File: src/hw/rtl/mcrq_pkg.sv
// ----------------------------------------------------------------------------
// mcrq_pkg: shared types and codes of the multi-CPU ready-queue scheduler
// Holds the operation, mode, kind and register codes, the FSM state type and
// the structs that travel between the top level and its queue and CPU cells.
// ----------------------------------------------------------------------------
`default_nettype none

package mcrq_pkg;

    // Default sizes
    localparam int QUEUE_DEPTH_DEF = 16;
    localparam int NUM_CPUS_DEF    = 16;

    // A CPU running at or above this priority is never asked to preempt
    localparam logic [3:0] PRIO_CEILING = 4'd11;

    // Event codes
    localparam logic [2:0] OP_WAKE      = 3'd0;
    localparam logic [2:0] OP_PREEMPT   = 3'd1;
    localparam logic [2:0] OP_YIELD     = 3'd2;
    localparam logic [2:0] OP_TERMINATE = 3'd3;
    localparam logic [2:0] OP_IDLE_REQ  = 3'd4;

    // Queue ordering modes (codes two and three are both round robin)
    localparam logic [1:0] MODE_PID  = 2'd0;
    localparam logic [1:0] MODE_PRIO = 2'd1;
    localparam logic [1:0] MODE_RR   = 2'd2;

    // Result kinds
    localparam logic [1:0] KIND_NONE     = 2'd0;
    localparam logic [1:0] KIND_DISPATCH = 2'd1;
    localparam logic [1:0] KIND_PREEMPT  = 2'd2;

    // State of a process leaving its CPU
    localparam logic [1:0] LEAVE_NONE       = 2'd0;
    localparam logic [1:0] LEAVE_WAITING    = 2'd1;
    localparam logic [1:0] LEAVE_TERMINATED = 2'd2;

    // Configuration register indexes
    localparam logic [1:0] CFG_MODE       = 2'd0;
    localparam logic [1:0] CFG_TIME_SLICE = 2'd1;
    localparam logic [1:0] CFG_CPU_COUNT  = 2'd2;

    // Register reset values
    localparam logic [1:0] MODE_RESET       = MODE_PID;
    localparam logic [7:0] TIME_SLICE_RESET = 8'd10;
    localparam logic [4:0] CPU_COUNT_RESET  = 5'd1;

    // Sequencer states
    typedef enum logic [2:0] {
        ST_IDLE,
        ST_INSERT,
        ST_SCAN,
        ST_DISPATCH,
        ST_EMIT
    } sched_state_t;

    // One ready-queue slot; occ marks slots below the fill level
    typedef struct packed {
        logic       occ;
        logic [7:0] pid;
        logic [3:0] prio;
    } q_entry_t;

    // Command broadcast to every queue cell
    typedef struct packed {
        logic       insert;
        logic       pop;
        logic [1:0] mode;
        logic [7:0] pid;
        logic [3:0] prio;
    } q_cmd_t;

    // Running-process record of one CPU
    typedef struct packed {
        logic       busy;
        logic [7:0] pid;
        logic [3:0] prio;
    } cpu_entry_t;

    // Preemption search token passed from CPU cell to CPU cell
    typedef struct packed {
        logic       idle_seen;
        logic       found;
        logic [3:0] lowest;
        logic [3:0] victim;
    } scan_tok_t;

    // One result word
    typedef struct packed {
        logic [1:0] kind;
        logic [3:0] target_cpu;
        logic [7:0] run_pid;
        logic       run_idle;
        logic       slice_limited;
        logic [7:0] slice_length;
        logic [7:0] leaving_pid;
        logic [1:0] leaving_state;
        logic       queue_overflow;
    } result_t;

endpackage

`default_nettype wire

File: src/hw/rtl/mcrq_queue_cell.sv
// ----------------------------------------------------------------------------
// mcrq_queue_cell: one slot of the ready queue
// Holds one (pid, priority) entry. On insert, slots ahead of the insertion
// point hold, the slot at it takes the newcomer and slots behind it take
// their left neighbor. On pop every slot takes its right neighbor.
// ----------------------------------------------------------------------------
`default_nettype none

module mcrq_queue_cell (
    input  wire                      clk,
    input  wire                      rst_n,
    input  wire mcrq_pkg::q_cmd_t    cmd,
    input  wire mcrq_pkg::q_entry_t  left,
    input  wire                      seen_in,
    input  wire mcrq_pkg::q_entry_t  right,
    output mcrq_pkg::q_entry_t       entry,
    output logic                     seen_out
);

    logic       occ_reg;
    logic       occ_next;
    logic [7:0] pid_reg;
    logic [7:0] pid_next;
    logic [3:0] prio_reg;
    logic [3:0] prio_next;
    logic       match;
    logic       hit;

    // Newcomer goes ahead of this entry
    always_comb
    begin
        case (cmd.mode)
            mcrq_pkg::MODE_PID:  match = (pid_reg > cmd.pid);
            mcrq_pkg::MODE_PRIO: match = (prio_reg <= cmd.prio);
            default:             match = 1'b0;
        endcase
    end

    // An empty slot always stops the search
    assign hit      = !occ_reg || match;
    assign seen_out = seen_in || hit;

    // Shift / insert selection
    always_comb
    begin
        occ_next  = occ_reg;
        pid_next  = pid_reg;
        prio_next = prio_reg;
        if (cmd.insert)
        begin
            if (seen_in)
            begin
                occ_next  = left.occ;
                pid_next  = left.pid;
                prio_next = left.prio;
            end
            else if (hit)
            begin
                occ_next  = 1'b1;
                pid_next  = cmd.pid;
                prio_next = cmd.prio;
            end
        end
        else if (cmd.pop)
        begin
            occ_next  = right.occ;
            pid_next  = right.pid;
            prio_next = right.prio;
        end
    end

    // Fill marker
    always_ff @(posedge clk or negedge rst_n)
    begin
        if (!rst_n)
        begin
            occ_reg <= 1'b0;
        end
        else
        begin
            occ_reg <= occ_next;
        end
    end

    // Payload
    always_ff @(posedge clk)
    begin
        pid_reg  <= pid_next;
        prio_reg <= prio_next;
    end

    assign entry.occ  = occ_reg;
    assign entry.pid  = pid_reg;
    assign entry.prio = prio_reg;

endmodule

`default_nettype wire

File: src/hw/rtl/mcrq_cpu_cell.sv
// ----------------------------------------------------------------------------
// mcrq_cpu_cell: running-process record of one CPU
// Holds busy flag, pid and priority of the process on this CPU, and one stage
// of the preemption search: the token from the left neighbor is updated with
// this CPU and registered for the right neighbor.
// ----------------------------------------------------------------------------
`default_nettype none

module mcrq_cpu_cell #(
    parameter int INDEX = 0
) (
    input  wire                        clk,
    input  wire                        rst_n,
    input  wire                        wr_sel,
    input  wire mcrq_pkg::cpu_entry_t  wr_data,
    input  wire  [4:0]                 cpus_used,
    input  wire  [3:0]                 new_prio,
    input  wire mcrq_pkg::scan_tok_t   tok_in,
    output mcrq_pkg::scan_tok_t        tok_out,
    output mcrq_pkg::cpu_entry_t       entry
);

    logic                busy_reg;
    logic [7:0]          pid_reg;
    logic [3:0]          prio_reg;
    mcrq_pkg::scan_tok_t tok_reg;
    mcrq_pkg::scan_tok_t tok_next;
    logic                in_use;

    assign in_use = (int'(cpus_used) > INDEX);

    // Search step: stop at the first idle CPU, else track the lowest victim
    always_comb
    begin
        tok_next = tok_in;
        if (in_use && !tok_in.idle_seen)
        begin
            if (!busy_reg)
            begin
                tok_next.idle_seen = 1'b1;
            end
            else if ((new_prio > prio_reg) && (prio_reg < tok_in.lowest))
            begin
                tok_next.lowest = prio_reg;
                tok_next.victim = 4'(INDEX);
                tok_next.found  = 1'b1;
            end
        end
    end

    // Busy flag and search stage
    always_ff @(posedge clk or negedge rst_n)
    begin
        if (!rst_n)
        begin
            busy_reg <= 1'b0;
            tok_reg  <= '0;
        end
        else
        begin
            tok_reg <= tok_next;
            if (wr_sel)
            begin
                busy_reg <= wr_data.busy;
            end
        end
    end

    // Running process, meaningful only while busy
    always_ff @(posedge clk)
    begin
        if (wr_sel)
        begin
            pid_reg  <= wr_data.pid;
            prio_reg <= wr_data.prio;
        end
    end

    assign tok_out    = tok_reg;
    assign entry.busy = busy_reg;
    assign entry.pid  = pid_reg;
    assign entry.prio = prio_reg;

endmodule

`default_nettype wire

File: src/hw/rtl/multi_cpu_ready_queue_scheduler.sv
// ----------------------------------------------------------------------------
// multi_cpu_ready_queue_scheduler: ready queue and per-CPU dispatch control
// Sequencer around a row of queue cells and a row of CPU cells.
// ----------------------------------------------------------------------------
// One event word is taken at a time and gives exactly one result word. The
// event is taken in ST_IDLE, each queue operation (insert or pop) runs in the
// queue cell row, and ST_EMIT moves the result into the output register. An
// out-of-range or unknown event goes straight to ST_EMIT; yield, terminate,
// idle request and preempt of an idle CPU pass ST_DISPATCH; a wake-up outside
// priority mode or into a full queue passes ST_INSERT; preempt of a busy CPU
// passes ST_INSERT and ST_DISPATCH. A wake-up in priority mode that finds room
// passes ST_INSERT and runs the preemption search through the chain of CPU
// cells in ST_SCAN, one cell per cycle. The next event is taken as soon as the
// result sits in the output register, even if unread; while an earlier result
// is unread, the event waits in ST_EMIT. Configuration must be written only
// while no event is in progress; the user sees to this, the block does not.
// ----------------------------------------------------------------------------
`default_nettype none

module multi_cpu_ready_queue_scheduler #(
    parameter int QUEUE_DEPTH = mcrq_pkg::QUEUE_DEPTH_DEF,
    parameter int NUM_CPUS    = mcrq_pkg::NUM_CPUS_DEF
) (
    input  wire         clk,
    input  wire         rst_n,
    // Event stream
    input  wire         s_tvalid,
    output logic        s_tready,
    input  wire  [15:0] s_tdata,   // cpu[3:0], pid[11:4], priority_req[15:12]
    input  wire  [2:0]  s_tuser,   // op[2:0]
    // Result stream
    output logic        m_tvalid,
    input  wire         m_tready,
    output logic [39:0] m_tdata,   // target_cpu[3:0], run_pid[11:4],
                                   // run_idle[12], slice_limited[13],
                                   // slice_length[21:14], leaving_pid[29:22],
                                   // leaving_state[31:30], queue_overflow[32],
                                   // zero[39:33]
    output logic [1:0]  m_tuser,   // kind[1:0]
    // Configuration write
    input  wire         cfg_valid,
    output logic        cfg_ready,
    input  wire  [1:0]  cfg_index,
    input  wire  [7:0]  cfg_data
);

    localparam int CIDX_W = (NUM_CPUS > 1) ? $clog2(NUM_CPUS) : 1;
    localparam int SCAN_W = $clog2(NUM_CPUS + 1);

    // ------------------------------------------------------------------
    // Declarations
    // ------------------------------------------------------------------
    mcrq_pkg::sched_state_t state_reg;
    mcrq_pkg::sched_state_t state_next;

    logic [1:0]          mode_reg;
    logic [7:0]          slice_reg;
    logic [4:0]          cpu_count_reg;
    logic [4:0]          cpus_used;

    logic [2:0]          op_reg;
    logic [3:0]          cpu_reg;
    logic [CIDX_W-1:0]   cidx_reg;
    logic [7:0]          ins_pid_reg;
    logic [3:0]          ins_prio_reg;
    logic [SCAN_W-1:0]   scan_cnt_reg;
    mcrq_pkg::result_t   res_reg;
    mcrq_pkg::result_t   res_start;
    mcrq_pkg::result_t   m_res_reg;
    logic                m_valid_reg;

    logic [2:0]          in_op;
    logic [3:0]          in_cpu;
    logic [7:0]          in_pid;
    logic [3:0]          in_prio;
    logic [CIDX_W-1:0]   in_cidx;
    logic                in_accept;
    logic                in_cpu_ok;
    mcrq_pkg::cpu_entry_t in_cur;

    logic                out_free;
    logic                scan_done;

    mcrq_pkg::q_cmd_t    q_cmd;
    mcrq_pkg::q_entry_t  q_ent   [QUEUE_DEPTH];
    mcrq_pkg::q_entry_t  q_left  [QUEUE_DEPTH];
    mcrq_pkg::q_entry_t  q_right [QUEUE_DEPTH];
    logic [QUEUE_DEPTH:0] q_seen;
    logic                q_full;
    logic                q_empty;

    mcrq_pkg::cpu_entry_t cpu_ent [NUM_CPUS];
    mcrq_pkg::scan_tok_t  tok     [NUM_CPUS+1];
    mcrq_pkg::cpu_entry_t cpu_wr_data;
    logic                 cpu_wr_en;
    logic [NUM_CPUS-1:0]  cpu_wr_sel;

    // ------------------------------------------------------------------
    // Port unpacking and event decode
    // ------------------------------------------------------------------
    assign in_op     = s_tuser;
    assign in_cpu    = s_tdata[3:0];
    assign in_pid    = s_tdata[11:4];
    assign in_prio   = s_tdata[15:12];
    assign in_cidx   = CIDX_W'(in_cpu);
    assign in_accept = s_tvalid && s_tready;
    assign cpus_used = (int'(cpu_count_reg) > NUM_CPUS) ? 5'(NUM_CPUS) : cpu_count_reg;
    assign in_cpu_ok = ({1'b0, in_cpu} < cpus_used);
    assign in_cur    = cpu_ent[in_cidx];

    assign out_free  = !m_valid_reg || m_tready;
    assign scan_done = (scan_cnt_reg == SCAN_W'(NUM_CPUS));
    assign q_full    = q_ent[QUEUE_DEPTH-1].occ;
    assign q_empty   = !q_ent[0].occ;

    // ------------------------------------------------------------------
    // Configuration registers
    // ------------------------------------------------------------------
    assign cfg_ready = 1'b1;

    always_ff @(posedge clk or negedge rst_n)
    begin
        if (!rst_n)
        begin
            mode_reg      <= mcrq_pkg::MODE_RESET;
            slice_reg     <= mcrq_pkg::TIME_SLICE_RESET;
            cpu_count_reg <= mcrq_pkg::CPU_COUNT_RESET;
        end
        else if (cfg_valid && cfg_ready)
        begin
            unique case (cfg_index)
                mcrq_pkg::CFG_MODE:       mode_reg      <= cfg_data[1:0];
                mcrq_pkg::CFG_TIME_SLICE: slice_reg     <= cfg_data;
                mcrq_pkg::CFG_CPU_COUNT:  cpu_count_reg <= cfg_data[4:0];
                default:                  ;
            endcase
        end
    end

    // ------------------------------------------------------------------
    // Sequencer: next state
    // ------------------------------------------------------------------
    always_comb
    begin
        state_next = state_reg;
        unique case (state_reg)
            mcrq_pkg::ST_IDLE:
            begin
                if (in_accept)
                begin
                    unique case (in_op) inside
                        mcrq_pkg::OP_WAKE:
                            state_next = mcrq_pkg::ST_INSERT;
                        mcrq_pkg::OP_PREEMPT:
                        begin
                            if (!in_cpu_ok)
                                state_next = mcrq_pkg::ST_EMIT;
                            else if (in_cur.busy)
                                state_next = mcrq_pkg::ST_INSERT;
                            else
                                state_next = mcrq_pkg::ST_DISPATCH;
                        end
                        mcrq_pkg::OP_YIELD, mcrq_pkg::OP_TERMINATE, mcrq_pkg::OP_IDLE_REQ:
                            state_next = in_cpu_ok ? mcrq_pkg::ST_DISPATCH
                                                   : mcrq_pkg::ST_EMIT;
                        default:
                            state_next = mcrq_pkg::ST_EMIT;
                    endcase
                end
            end
            mcrq_pkg::ST_INSERT:
            begin
                if (op_reg != mcrq_pkg::OP_WAKE)
                    state_next = mcrq_pkg::ST_DISPATCH;
                else if (!q_full && (mode_reg == mcrq_pkg::MODE_PRIO))
                    state_next = mcrq_pkg::ST_SCAN;
                else
                    state_next = mcrq_pkg::ST_EMIT;
            end
            mcrq_pkg::ST_SCAN:
            begin
                if (scan_done)
                    state_next = mcrq_pkg::ST_EMIT;
            end
            mcrq_pkg::ST_DISPATCH:
                state_next = mcrq_pkg::ST_EMIT;
            mcrq_pkg::ST_EMIT:
            begin
                if (out_free)
                    state_next = mcrq_pkg::ST_IDLE;
            end
            default:
                state_next = mcrq_pkg::ST_IDLE;
        endcase
    end

    always_ff @(posedge clk or negedge rst_n)
    begin
        if (!rst_n)
        begin
            state_reg <= mcrq_pkg::ST_IDLE;
        end
        else
        begin
            state_reg <= state_next;
        end
    end

    // ------------------------------------------------------------------
    // Sequencer: outputs to the cell rows
    // ------------------------------------------------------------------
    always_comb
    begin
        s_tready    = 1'b0;
        q_cmd       = '0;
        cpu_wr_en   = 1'b0;
        q_cmd.mode  = mode_reg;
        q_cmd.pid   = ins_pid_reg;
        q_cmd.prio  = ins_prio_reg;
        unique case (state_reg)
            mcrq_pkg::ST_IDLE:     s_tready     = 1'b1;
            mcrq_pkg::ST_INSERT:   q_cmd.insert = !q_full;
            mcrq_pkg::ST_DISPATCH:
            begin
                q_cmd.pop = !q_empty;
                cpu_wr_en = 1'b1;
            end
            default:               ;
        endcase
    end

    // Dispatch record: head of queue, or idle when empty
    assign cpu_wr_data.busy = !q_empty;
    assign cpu_wr_data.pid  = q_ent[0].pid;
    assign cpu_wr_data.prio = q_ent[0].prio;

    // ------------------------------------------------------------------
    // Event and result registers
    // ------------------------------------------------------------------

    // Result word as it stands when the event is taken
    always_comb
    begin
        res_start = '0;
        if (in_cpu_ok && in_cur.busy)
        begin
            if (in_op == mcrq_pkg::OP_YIELD)
            begin
                res_start.leaving_pid   = in_cur.pid;
                res_start.leaving_state = mcrq_pkg::LEAVE_WAITING;
            end
            else if (in_op == mcrq_pkg::OP_TERMINATE)
            begin
                res_start.leaving_pid   = in_cur.pid;
                res_start.leaving_state = mcrq_pkg::LEAVE_TERMINATED;
            end
        end
    end

    always_ff @(posedge clk)
    begin
        if (in_accept)
        begin
            op_reg       <= in_op;
            cpu_reg      <= in_cpu;
            cidx_reg     <= in_cidx;
            ins_pid_reg  <= (in_op == mcrq_pkg::OP_WAKE) ? in_pid  : in_cur.pid;
            ins_prio_reg <= (in_op == mcrq_pkg::OP_WAKE) ? in_prio : in_cur.prio;
            res_reg      <= res_start;
        end
        else if (state_reg == mcrq_pkg::ST_INSERT)
        begin
            res_reg.queue_overflow <= q_full;
        end
        else if (state_reg == mcrq_pkg::ST_SCAN)
        begin
            if (scan_done && tok[NUM_CPUS].found && !tok[NUM_CPUS].idle_seen)
            begin
                res_reg.kind       <= mcrq_pkg::KIND_PREEMPT;
                res_reg.target_cpu <= tok[NUM_CPUS].victim;
            end
        end
        else if (state_reg == mcrq_pkg::ST_DISPATCH)
        begin
            res_reg.kind       <= mcrq_pkg::KIND_DISPATCH;
            res_reg.target_cpu <= cpu_reg;
            res_reg.run_pid    <= q_empty ? 8'd0 : q_ent[0].pid;
            res_reg.run_idle   <= q_empty;
            if (mode_reg >= mcrq_pkg::MODE_RR)
            begin
                res_reg.slice_limited <= 1'b1;
                res_reg.slice_length  <= slice_reg;
            end
        end
    end

    // Search wait counter
    always_ff @(posedge clk or negedge rst_n)
    begin
        if (!rst_n)
        begin
            scan_cnt_reg <= '0;
        end
        else if ((state_reg == mcrq_pkg::ST_SCAN) && !scan_done)
        begin
            scan_cnt_reg <= scan_cnt_reg + SCAN_W'(1);
        end
        else if (state_reg != mcrq_pkg::ST_SCAN)
        begin
            scan_cnt_reg <= '0;
        end
    end

    // ------------------------------------------------------------------
    // Output register
    // ------------------------------------------------------------------
    always_ff @(posedge clk or negedge rst_n)
    begin
        if (!rst_n)
        begin
            m_valid_reg <= 1'b0;
        end
        else if ((state_reg == mcrq_pkg::ST_EMIT) && out_free)
        begin
            m_valid_reg <= 1'b1;
        end
        else if (m_tready)
        begin
            m_valid_reg <= 1'b0;
        end
    end

    always_ff @(posedge clk)
    begin
        if ((state_reg == mcrq_pkg::ST_EMIT) && out_free)
        begin
            m_res_reg <= res_reg;
        end
    end

    assign m_tvalid = m_valid_reg;
    assign m_tuser  = m_res_reg.kind;
    assign m_tdata  = {7'd0,
                       m_res_reg.queue_overflow,
                       m_res_reg.leaving_state,
                       m_res_reg.leaving_pid,
                       m_res_reg.slice_length,
                       m_res_reg.slice_limited,
                       m_res_reg.run_idle,
                       m_res_reg.run_pid,
                       m_res_reg.target_cpu};

    // ------------------------------------------------------------------
    // Ready-queue cell row, head at cell zero
    // ------------------------------------------------------------------
    assign q_seen[0] = 1'b0;

    for (genvar g = 0; g < QUEUE_DEPTH; g++)
    begin : g_queue
        if (g == 0)
        begin : g_first
            assign q_left[g] = '0;
        end
        else
        begin : g_inner
            assign q_left[g] = q_ent[g-1];
        end

        if (g == QUEUE_DEPTH - 1)
        begin : g_last
            assign q_right[g] = '0;
        end
        else
        begin : g_body
            assign q_right[g] = q_ent[g+1];
        end

        mcrq_queue_cell u_cell (
            .clk      (clk),
            .rst_n    (rst_n),
            .cmd      (q_cmd),
            .left     (q_left[g]),
            .seen_in  (q_seen[g]),
            .right    (q_right[g]),
            .entry    (q_ent[g]),
            .seen_out (q_seen[g+1])
        );
    end

    // ------------------------------------------------------------------
    // CPU cell row with the preemption search chain
    // ------------------------------------------------------------------
    assign tok[0].idle_seen = 1'b0;
    assign tok[0].found     = 1'b0;
    assign tok[0].lowest    = mcrq_pkg::PRIO_CEILING;
    assign tok[0].victim    = 4'd0;

    for (genvar g = 0; g < NUM_CPUS; g++)
    begin : g_cpu
        assign cpu_wr_sel[g] = cpu_wr_en && (cidx_reg == CIDX_W'(g));

        mcrq_cpu_cell #(
            .INDEX (g)
        ) u_cell (
            .clk       (clk),
            .rst_n     (rst_n),
            .wr_sel    (cpu_wr_sel[g]),
            .wr_data   (cpu_wr_data),
            .cpus_used (cpus_used),
            .new_prio  (ins_prio_reg),
            .tok_in    (tok[g]),
            .tok_out   (tok[g+1]),
            .entry     (cpu_ent[g])
        );
    end

endmodule

`default_nettype wire

File: config.mk
export PLATFORM = sky130hd
export DESIGN_NAME = multi_cpu_ready_queue_scheduler
export DESIGN_NICKNAME = d
export VERILOG_FILES = /design/src/hw/rtl/mcrq_pkg.sv /design/src/hw/rtl/mcrq_queue_cell.sv /design/src/hw/rtl/mcrq_cpu_cell.sv /design/src/hw/rtl/multi_cpu_ready_queue_scheduler.sv
export SDC_FILE = /design/constraint.sdc
export NUM_CORES = 1
export LEC_CHECK = 0
export BUFFER_PORTS_ARGS = -buffer_cell sky130_fd_sc_hd__buf_2
export CORE_AREA = 2 2 347 246
export CTS_CLUSTER_SIZE = 24
export DETAILED_ROUTE_END_ITERATION = 16
export DIE_AREA = 0 0 349 248
export GPL_ROUTABILITY_DRIVEN = 0
export SLEW_MARGIN = 40
export SYNTH_ARGS = -nofsm -noshare
export SYNTH_HDL_FRONTEND = slang
export SYNTH_HIERARCHICAL = 1
export SYNTH_SLANG_ARGS = --single-unit
File: constraint.sdc
create_clock -name clk -period 8.85 [get_ports clk]
set_input_delay 1.77 -clock clk [delete_from_list [all_inputs] [get_ports clk]]
set_output_delay 1.77 -clock clk [all_outputs]
set_load 0.01 [all_outputs]
* Word level (Yosys, flattened, before mapping)
Cells that the tools add are included.
Word-level totals: flip-flop bits (word level) 685, output and inout port bits 45, word-level logic and storage cells 779
Operators by class: $add $sub $neg 1, order comparisons 84, equal/unequal tests 48, multiplexer cells 300, bitwise operators 4, reductions and logical operators 154
Operator list (number):
- two-way mux 8 bit | 65
- two-way mux 9 bit | 33
- two-way mux 4 bit | 64
- two-way mux 10 bit | 18
- > comparator 8 bit | 16
- two-way mux 1 bit | 85
- > comparator 4 bit | 16
- <= comparator 4 bit | 16
- < comparator 4 bit | 15
- logical AND 1 bit | 54
- binary-select mux 13 bit (select 4 bit) | 1
- != test 3 x 1 -> 1 bit, second input constant | 15
- > comparator 5 x 4 -> 1 bit, second input constant | 8
- AND reduction 2 bit | 19
- logical NOT 1 bit | 34
- equality test 4 bit, second input constant | 8
- one-hot mux 1 bit (2 select lines) | 16
- logical OR 1 bit | 31
- two-way mux 13 bit | 2
- two-way mux 24 bit | 1
- two-way mux 3 bit | 7
- > comparator 5 x 3 -> 1 bit, second input constant | 4
- equality test 4 x 3 -> 1 bit, second input constant | 4
- two-way mux 5 bit | 3
- 34 further kinds | 56

* Depth between registers and ports, before layout
depth after elaboration 19, gate-level depth with buffers 55, gate-level depth less buffers 40

* Hierarchy
Netlist, hierarchy kept.
Modules (own cells, without submodules):
- mcrq_queue_cell | times used 16, cells each 110, area each 1022.2 µm², sequential area each 385.4 µm²
- multi_cpu_ready_queue_scheduler | times used 1, cells each 488, area each 6183.4 µm², sequential area each 3026.7 µm²
- mcrq_cpu_cell (g_cpu[5].u_cell) | times used 1, cells each 60, area each 974.7 µm², sequential area each 635.6 µm²
- mcrq_cpu_cell (g_cpu[3].u_cell) | times used 1, cells each 60, area each 972.2 µm², sequential area each 635.6 µm²
- mcrq_cpu_cell (g_cpu[0].u_cell) | times used 1, cells each 62, area each 970.9 µm², sequential area each 635.6 µm²
- mcrq_cpu_cell (g_cpu[11].u_cell) | times used 1, cells each 60, area each 970.9 µm², sequential area each 635.6 µm²
- mcrq_cpu_cell (g_cpu[2].u_cell) | times used 1, cells each 61, area each 969.7 µm², sequential area each 635.6 µm²
- mcrq_cpu_cell (g_cpu[4].u_cell) | times used 1, cells each 62, area each 967.2 µm², sequential area each 635.6 µm²
- mcrq_cpu_cell (g_cpu[12].u_cell) | times used 1, cells each 62, area each 964.7 µm², sequential area each 635.6 µm²
- mcrq_cpu_cell (g_cpu[15].u_cell) | times used 1, cells each 62, area each 962.2 µm², sequential area each 635.6 µm²
- mcrq_cpu_cell (g_cpu[8].u_cell) | times used 1, cells each 63, area each 962.2 µm², sequential area each 635.6 µm²
- mcrq_cpu_cell (g_cpu[6].u_cell) | times used 1, cells each 61, area each 960.9 µm², sequential area each 635.6 µm²
- mcrq_cpu_cell (g_cpu[9].u_cell) | times used 1, cells each 62, area each 959.7 µm², sequential area each 635.6 µm²
- mcrq_cpu_cell (g_cpu[1].u_cell) | times used 1, cells each 60, area each 958.4 µm², sequential area each 635.6 µm²
- 4 more rows

* Worst setup path after synthesis
OpenSTA, ideal clock, no wires.
kind register to register, start register ins_pid_reg[6], end register g_queue[15].u_cell.occ_reg, setup time 0.146 ns, data arrival time 7.345 ns, required time 8.704 ns, path slack 1.360 ns, stages on the path, launching flop included 56, path buffers 15, period minus slack after synthesis 7.490 ns, path through edfxtp_1 -> inv_1 -> ha_1 -> nand4_2 -> nor3_2 -> nor2_1 -> a211oi_2 -> o21ai_0 -> buf_2 -> nor2_1 -> o21ai_0 -> buf_2 -> nor2_1 -> o21ai_0 -> buf_2 -> nor2_1 -> o21ai_0 -> buf_2 -> (+20 left out) -> buf_2 -> nor2_1 -> o21ai_0 -> buf_2 -> nor2_1 -> o21ai_0 -> buf_2 -> nor2_1 -> o21ai_0 -> buf_2 -> nor2_1 -> o21ai_0 -> buf_2 -> nor2_1 -> and2_1 -> a21oi_1 -> a21boi_2 -> mux2i_1
On the way: word-level cells in the longest chain between the ends 19, elaborated cells between the ends (all ways) 66
Ends and longest elaborated chain:
- start: declaration | line multi_cpu_ready_queue_scheduler.sv:64 | logic [7:0] ins_pid_reg;
- start signal: assignment | line multi_cpu_ready_queue_scheduler.sv:267 | ins_pid_reg <= (in_op == mcrq_pkg::OP_WAKE) ? in_pid : in_cur.pid;
- > comparator 8 bit (*) | line mcrq_queue_cell.sv:33 | mcrq_pkg::MODE_PID: match = (pid_reg > cmd.pid);
- one-hot mux 1 bit (2 select lines) (*) | line mcrq_queue_cell.sv:32 | case (cmd.mode)
- logical OR 1 bit (*) | line mcrq_queue_cell.sv:40 | assign hit = !occ_reg || match;
- via q_seen[1] | line multi_cpu_ready_queue_scheduler.sv:88 | logic [QUEUE_DEPTH:0] q_seen;
- logical OR 1 bit (*) | line mcrq_queue_cell.sv:41 | assign seen_out = seen_in || hit;
- via q_seen[2] | line multi_cpu_ready_queue_scheduler.sv:88
- logical OR 1 bit (*) | line mcrq_queue_cell.sv:41
- via q_seen[3] | line multi_cpu_ready_queue_scheduler.sv:88
- (+1 left out)
- via q_seen[4] | line multi_cpu_ready_queue_scheduler.sv:88
- (+1 left out)
- via q_seen[5] | line multi_cpu_ready_queue_scheduler.sv:88
- (+1 left out)
- via q_seen[6] | line multi_cpu_ready_queue_scheduler.sv:88
- (+1 left out)
- via q_seen[7] | line multi_cpu_ready_queue_scheduler.sv:88
- (+1 left out)
- via q_seen[8] | line multi_cpu_ready_queue_scheduler.sv:88
- (+1 left out)
- via q_seen[9] | line multi_cpu_ready_queue_scheduler.sv:88
- (+1 left out)
- via q_seen[10] | line multi_cpu_ready_queue_scheduler.sv:88
- (+1 left out)
- via q_seen[11] | line multi_cpu_ready_queue_scheduler.sv:88
- (+1 left out)
- via q_seen[12] | line multi_cpu_ready_queue_scheduler.sv:88
- logical OR 1 bit (*) | line mcrq_queue_cell.sv:41
- via q_seen[13] | line multi_cpu_ready_queue_scheduler.sv:88
- logical OR 1 bit (*) | line mcrq_queue_cell.sv:41
- via q_seen[14] | line multi_cpu_ready_queue_scheduler.sv:88
- logical OR 1 bit (*) | line mcrq_queue_cell.sv:41
- via q_seen[15] | line multi_cpu_ready_queue_scheduler.sv:88
- != test 3 x 1 -> 1 bit (no source line) or two-way mux 1 bit (tied branches)
- AND reduction 2 bit (no source line) or two-way mux 1 bit (tied branches)
- end signal: assignment | line mcrq_queue_cell.sv:81 | occ_reg <= occ_next;
- end: declaration | line mcrq_queue_cell.sv:20 | logic occ_reg;
Mark *: on every way through the listed nets, which the timed path passes. The rest lies on a longest branch. A chain may end at the register's enable or synchronous reset.

* Final worst setup path
start register g_queue[0].u_cell.pid_reg[5], end register g_queue[15].u_cell.occ_reg
On the way: word-level cells in the longest chain between the ends 19, elaborated cells between the ends (all ways) 21
Ends and longest elaborated chain:
- start: declaration | line mcrq_queue_cell.sv:22 | logic [7:0] pid_reg;
- start signal: assignment | line mcrq_queue_cell.sv:88 | pid_reg <= pid_next;
- > comparator 8 bit (*) | line mcrq_queue_cell.sv:33
- one-hot mux 1 bit (2 select lines) (*) | line mcrq_queue_cell.sv:32
- logical OR 1 bit (*) | line mcrq_queue_cell.sv:40
- via q_seen[1] | line multi_cpu_ready_queue_scheduler.sv:88
- logical OR 1 bit (*) | line mcrq_queue_cell.sv:41
- via q_seen[2] | line multi_cpu_ready_queue_scheduler.sv:88
- logical OR 1 bit (*) | line mcrq_queue_cell.sv:41
- via q_seen[3] | line multi_cpu_ready_queue_scheduler.sv:88
- (+1 left out)
- via q_seen[4] | line multi_cpu_ready_queue_scheduler.sv:88
- (+1 left out)
- via q_seen[5] | line multi_cpu_ready_queue_scheduler.sv:88
- (+1 left out)
- via q_seen[6] | line multi_cpu_ready_queue_scheduler.sv:88
- (+1 left out)
- via q_seen[7] | line multi_cpu_ready_queue_scheduler.sv:88
- (+1 left out)
- via q_seen[8] | line multi_cpu_ready_queue_scheduler.sv:88
- (+1 left out)
- via q_seen[9] | line multi_cpu_ready_queue_scheduler.sv:88
- (+1 left out)
- via q_seen[10] | line multi_cpu_ready_queue_scheduler.sv:88
- (+1 left out)
- via q_seen[11] | line multi_cpu_ready_queue_scheduler.sv:88
- (+1 left out)
- via q_seen[12] | line multi_cpu_ready_queue_scheduler.sv:88
- logical OR 1 bit (*) | line mcrq_queue_cell.sv:41
- via q_seen[13] | line multi_cpu_ready_queue_scheduler.sv:88
- logical OR 1 bit (*) | line mcrq_queue_cell.sv:41
- via q_seen[14] | line multi_cpu_ready_queue_scheduler.sv:88
- logical OR 1 bit (*) | line mcrq_queue_cell.sv:41
- via q_seen[15] | line multi_cpu_ready_queue_scheduler.sv:88
- != test 3 x 1 -> 1 bit (no source line) or two-way mux 1 bit (tied branches)
- AND reduction 2 bit (no source line) or two-way mux 1 bit (tied branches)
Marked as above.

==> results.yml <==
pwr:
  power_density_nw_per_um2: 234
  power_leakage_uw: 0.0186
  irDropWorstVdd_mv: 0.132
  power_uw: 9840
cts:
  root_buffer: "clkbuf_16"
  clock_sinks: 685
  clock_latency_ns: 0.64
  cts_buffer_depth: 3
  htreeDepth: 3
  path_clk_slew_ns: 0.06
  cts_tree: "yes"
  cts_made_buffers: 73
global_route:
  grt_max_degree: 192
  grt_overflow_total: 0
  track_usage_pct: 23.3
  grt_pass1_wl_mm: 155
  grt_pass1_vias: 25600
  antenna_found_initial: 0
placed_design:
  dpl.hpwl_mm: 70.4
  io_buffers: 70
  dp.cells: 4339
floorplan:
  die_area_um2: 86600
  core_um2: 83400
  fp.dieH_um: 248
  io_pins: 79
  rows: 89
  initial_core_util_pct: 45.3
  die_w_um: 349
finish:
  largest_reg_flops: 156
  num-fill-cells: 7164
  drive_above_1_share_pct: 16.5
  final_cell_mix: "edfxtp_1 (448), a21oi_1 (347), inv_1 (346)"
  final_common_cell: "edfxtp_1"
  num_antenna_cells: 0
  layout.nets: 3666
  final_cells: 4476
  area_delta_synth_final_pct: 11.5
sta:
  slew_violations: 0
  hold_viol_final: 0
  setup-violations-final: 0
  slew_headroom_pct: 44.6
  holdWs_ns: 0.425
  finalCritPeriodShare_pct: 90.6
  fin_skew_ns: 0.0273
  min_period_ns: 8.02
  fmax_ghz: 0.125
  final.setup.tns_ns: 0
  rsz0062_at_grt: "no"
  worst_pin_slew_ns: 0.830
critical_path:
  critPathArrivalTime_ns: 8.49
  required_ns: 9.32
  critPathKind: "reg2reg"
  critical-path-max-stage-delay_ns: 0.63
  endpoint_kind: "register"
  critPathMaxFanout: 19
  crit_slowest_cell: "edfxtp_1"
  cp-start-kind: "register"
  cp_common_cell: "nor2_1"
yosys:
  synthesis.area_um2: 37800
  syn_area_per_cell_um2: 11.7
  postSynthCellCount: 3222
  ys_warn_count: 6
status:
  outcome: "finished clean"
route:
  wl_per_cell_um: 22.3
  routed_wl_mm: 99.9
  vias_per_cell: 5.69
  drc_errors: 0
  dr.first_iter.drc_count: 2463
  vias: 25500
  drtPass1Iterations: 6
  antenna_left: 0
worst_hold_path:
  hold_class: "reg2reg"
flow_run:
  cap_violations: 0
cell type report:
| cell class | instances | area (µm²) | share of cell area, % |
|---|---|---|---|
| tap | 1092 | 1370 | 3.24 |
| inverter | 346 | 1300 | 3.08 |
| timing repair buffer | 139 | 945 | 2.24 |
| multi-input combinational | 2078 | 16800 | 39.8 |
| sequential | 685 | 19300 | 45.7 |
| clock inverter | 41 | 450 | 1.07 |
| clock buffer | 95 | 2030 | 4.83 |
where the power goes:
part / internal (µW) / switching [µW] / total [µW] / leakage, µW
logic: 887 / 1590 / 2480 / 0.0107
clock network: 1850 / 1340 / 3190 / 0.00121
registers: 3890 / 292 / 4180 / 0.00677
per-stage QoR:
stage	setup slack (ns)	instance area (µm²)	utilization [%]
after floorplan	1.39	38000	-
after global placement	1.10	39400	47.3
after detailed placement	0.944	39600	47.5
after CTS	0.878	42100	50.5
after global routing	0.000568	42100	50.5
final	0.831	42100	50.5
worst max-delay path: cells and delay by family, from the launching register on:
kind            cells  cell delay (ns)
simple gates       19             2.78
compound gates     18             2.27
buf+inv             7             1.52
flops               1             0.63
fa+ha+maj           1             0.43
mux                 1             0.17
layer usage:
layer  vias to the layer above  global-route usage (%)  wire length, µm
met5                         -                       0                0
li1                      11700                       -                -
met3                       138                    4.71             8200
met1                     12600                    36.3            49100
met2                       984                    32.8            40700
met4                         0                    5.39             1850
timing repair:
action | in CTS | in global routing
hold buffers | 0 | 0
setup endpoints to repair | 0 | 1
buffers inserted | 0 | 1
resized for setup | 0 | 0
path summary, 6_finish.rpt:
check / start / endpoint / slack, ns / cells past startpoint
worst max register to register: g_queue[0].u_cell/pid_reg[5] / g_queue[15].u_cell/occ_reg / 0.83 / 46
worst min-delay path: res_reg[8] / m_tdata[27] / 0.43 / 0
min in group asynchronous: rst_n / g_cpu[3].u_cell/tok_out[3] / 1.04 / 1
worst min register to register: res_reg[8] / m_tdata[27] / 0.43 / 0
worst max-delay path: g_queue[0].u_cell/pid_reg[5] / g_queue[15].u_cell/occ_reg / 0.83 / 46
max in group asynchronous: rst_n / mode_reg[0] / 6.47 / 3
Power figures use the tool's default switching activity.
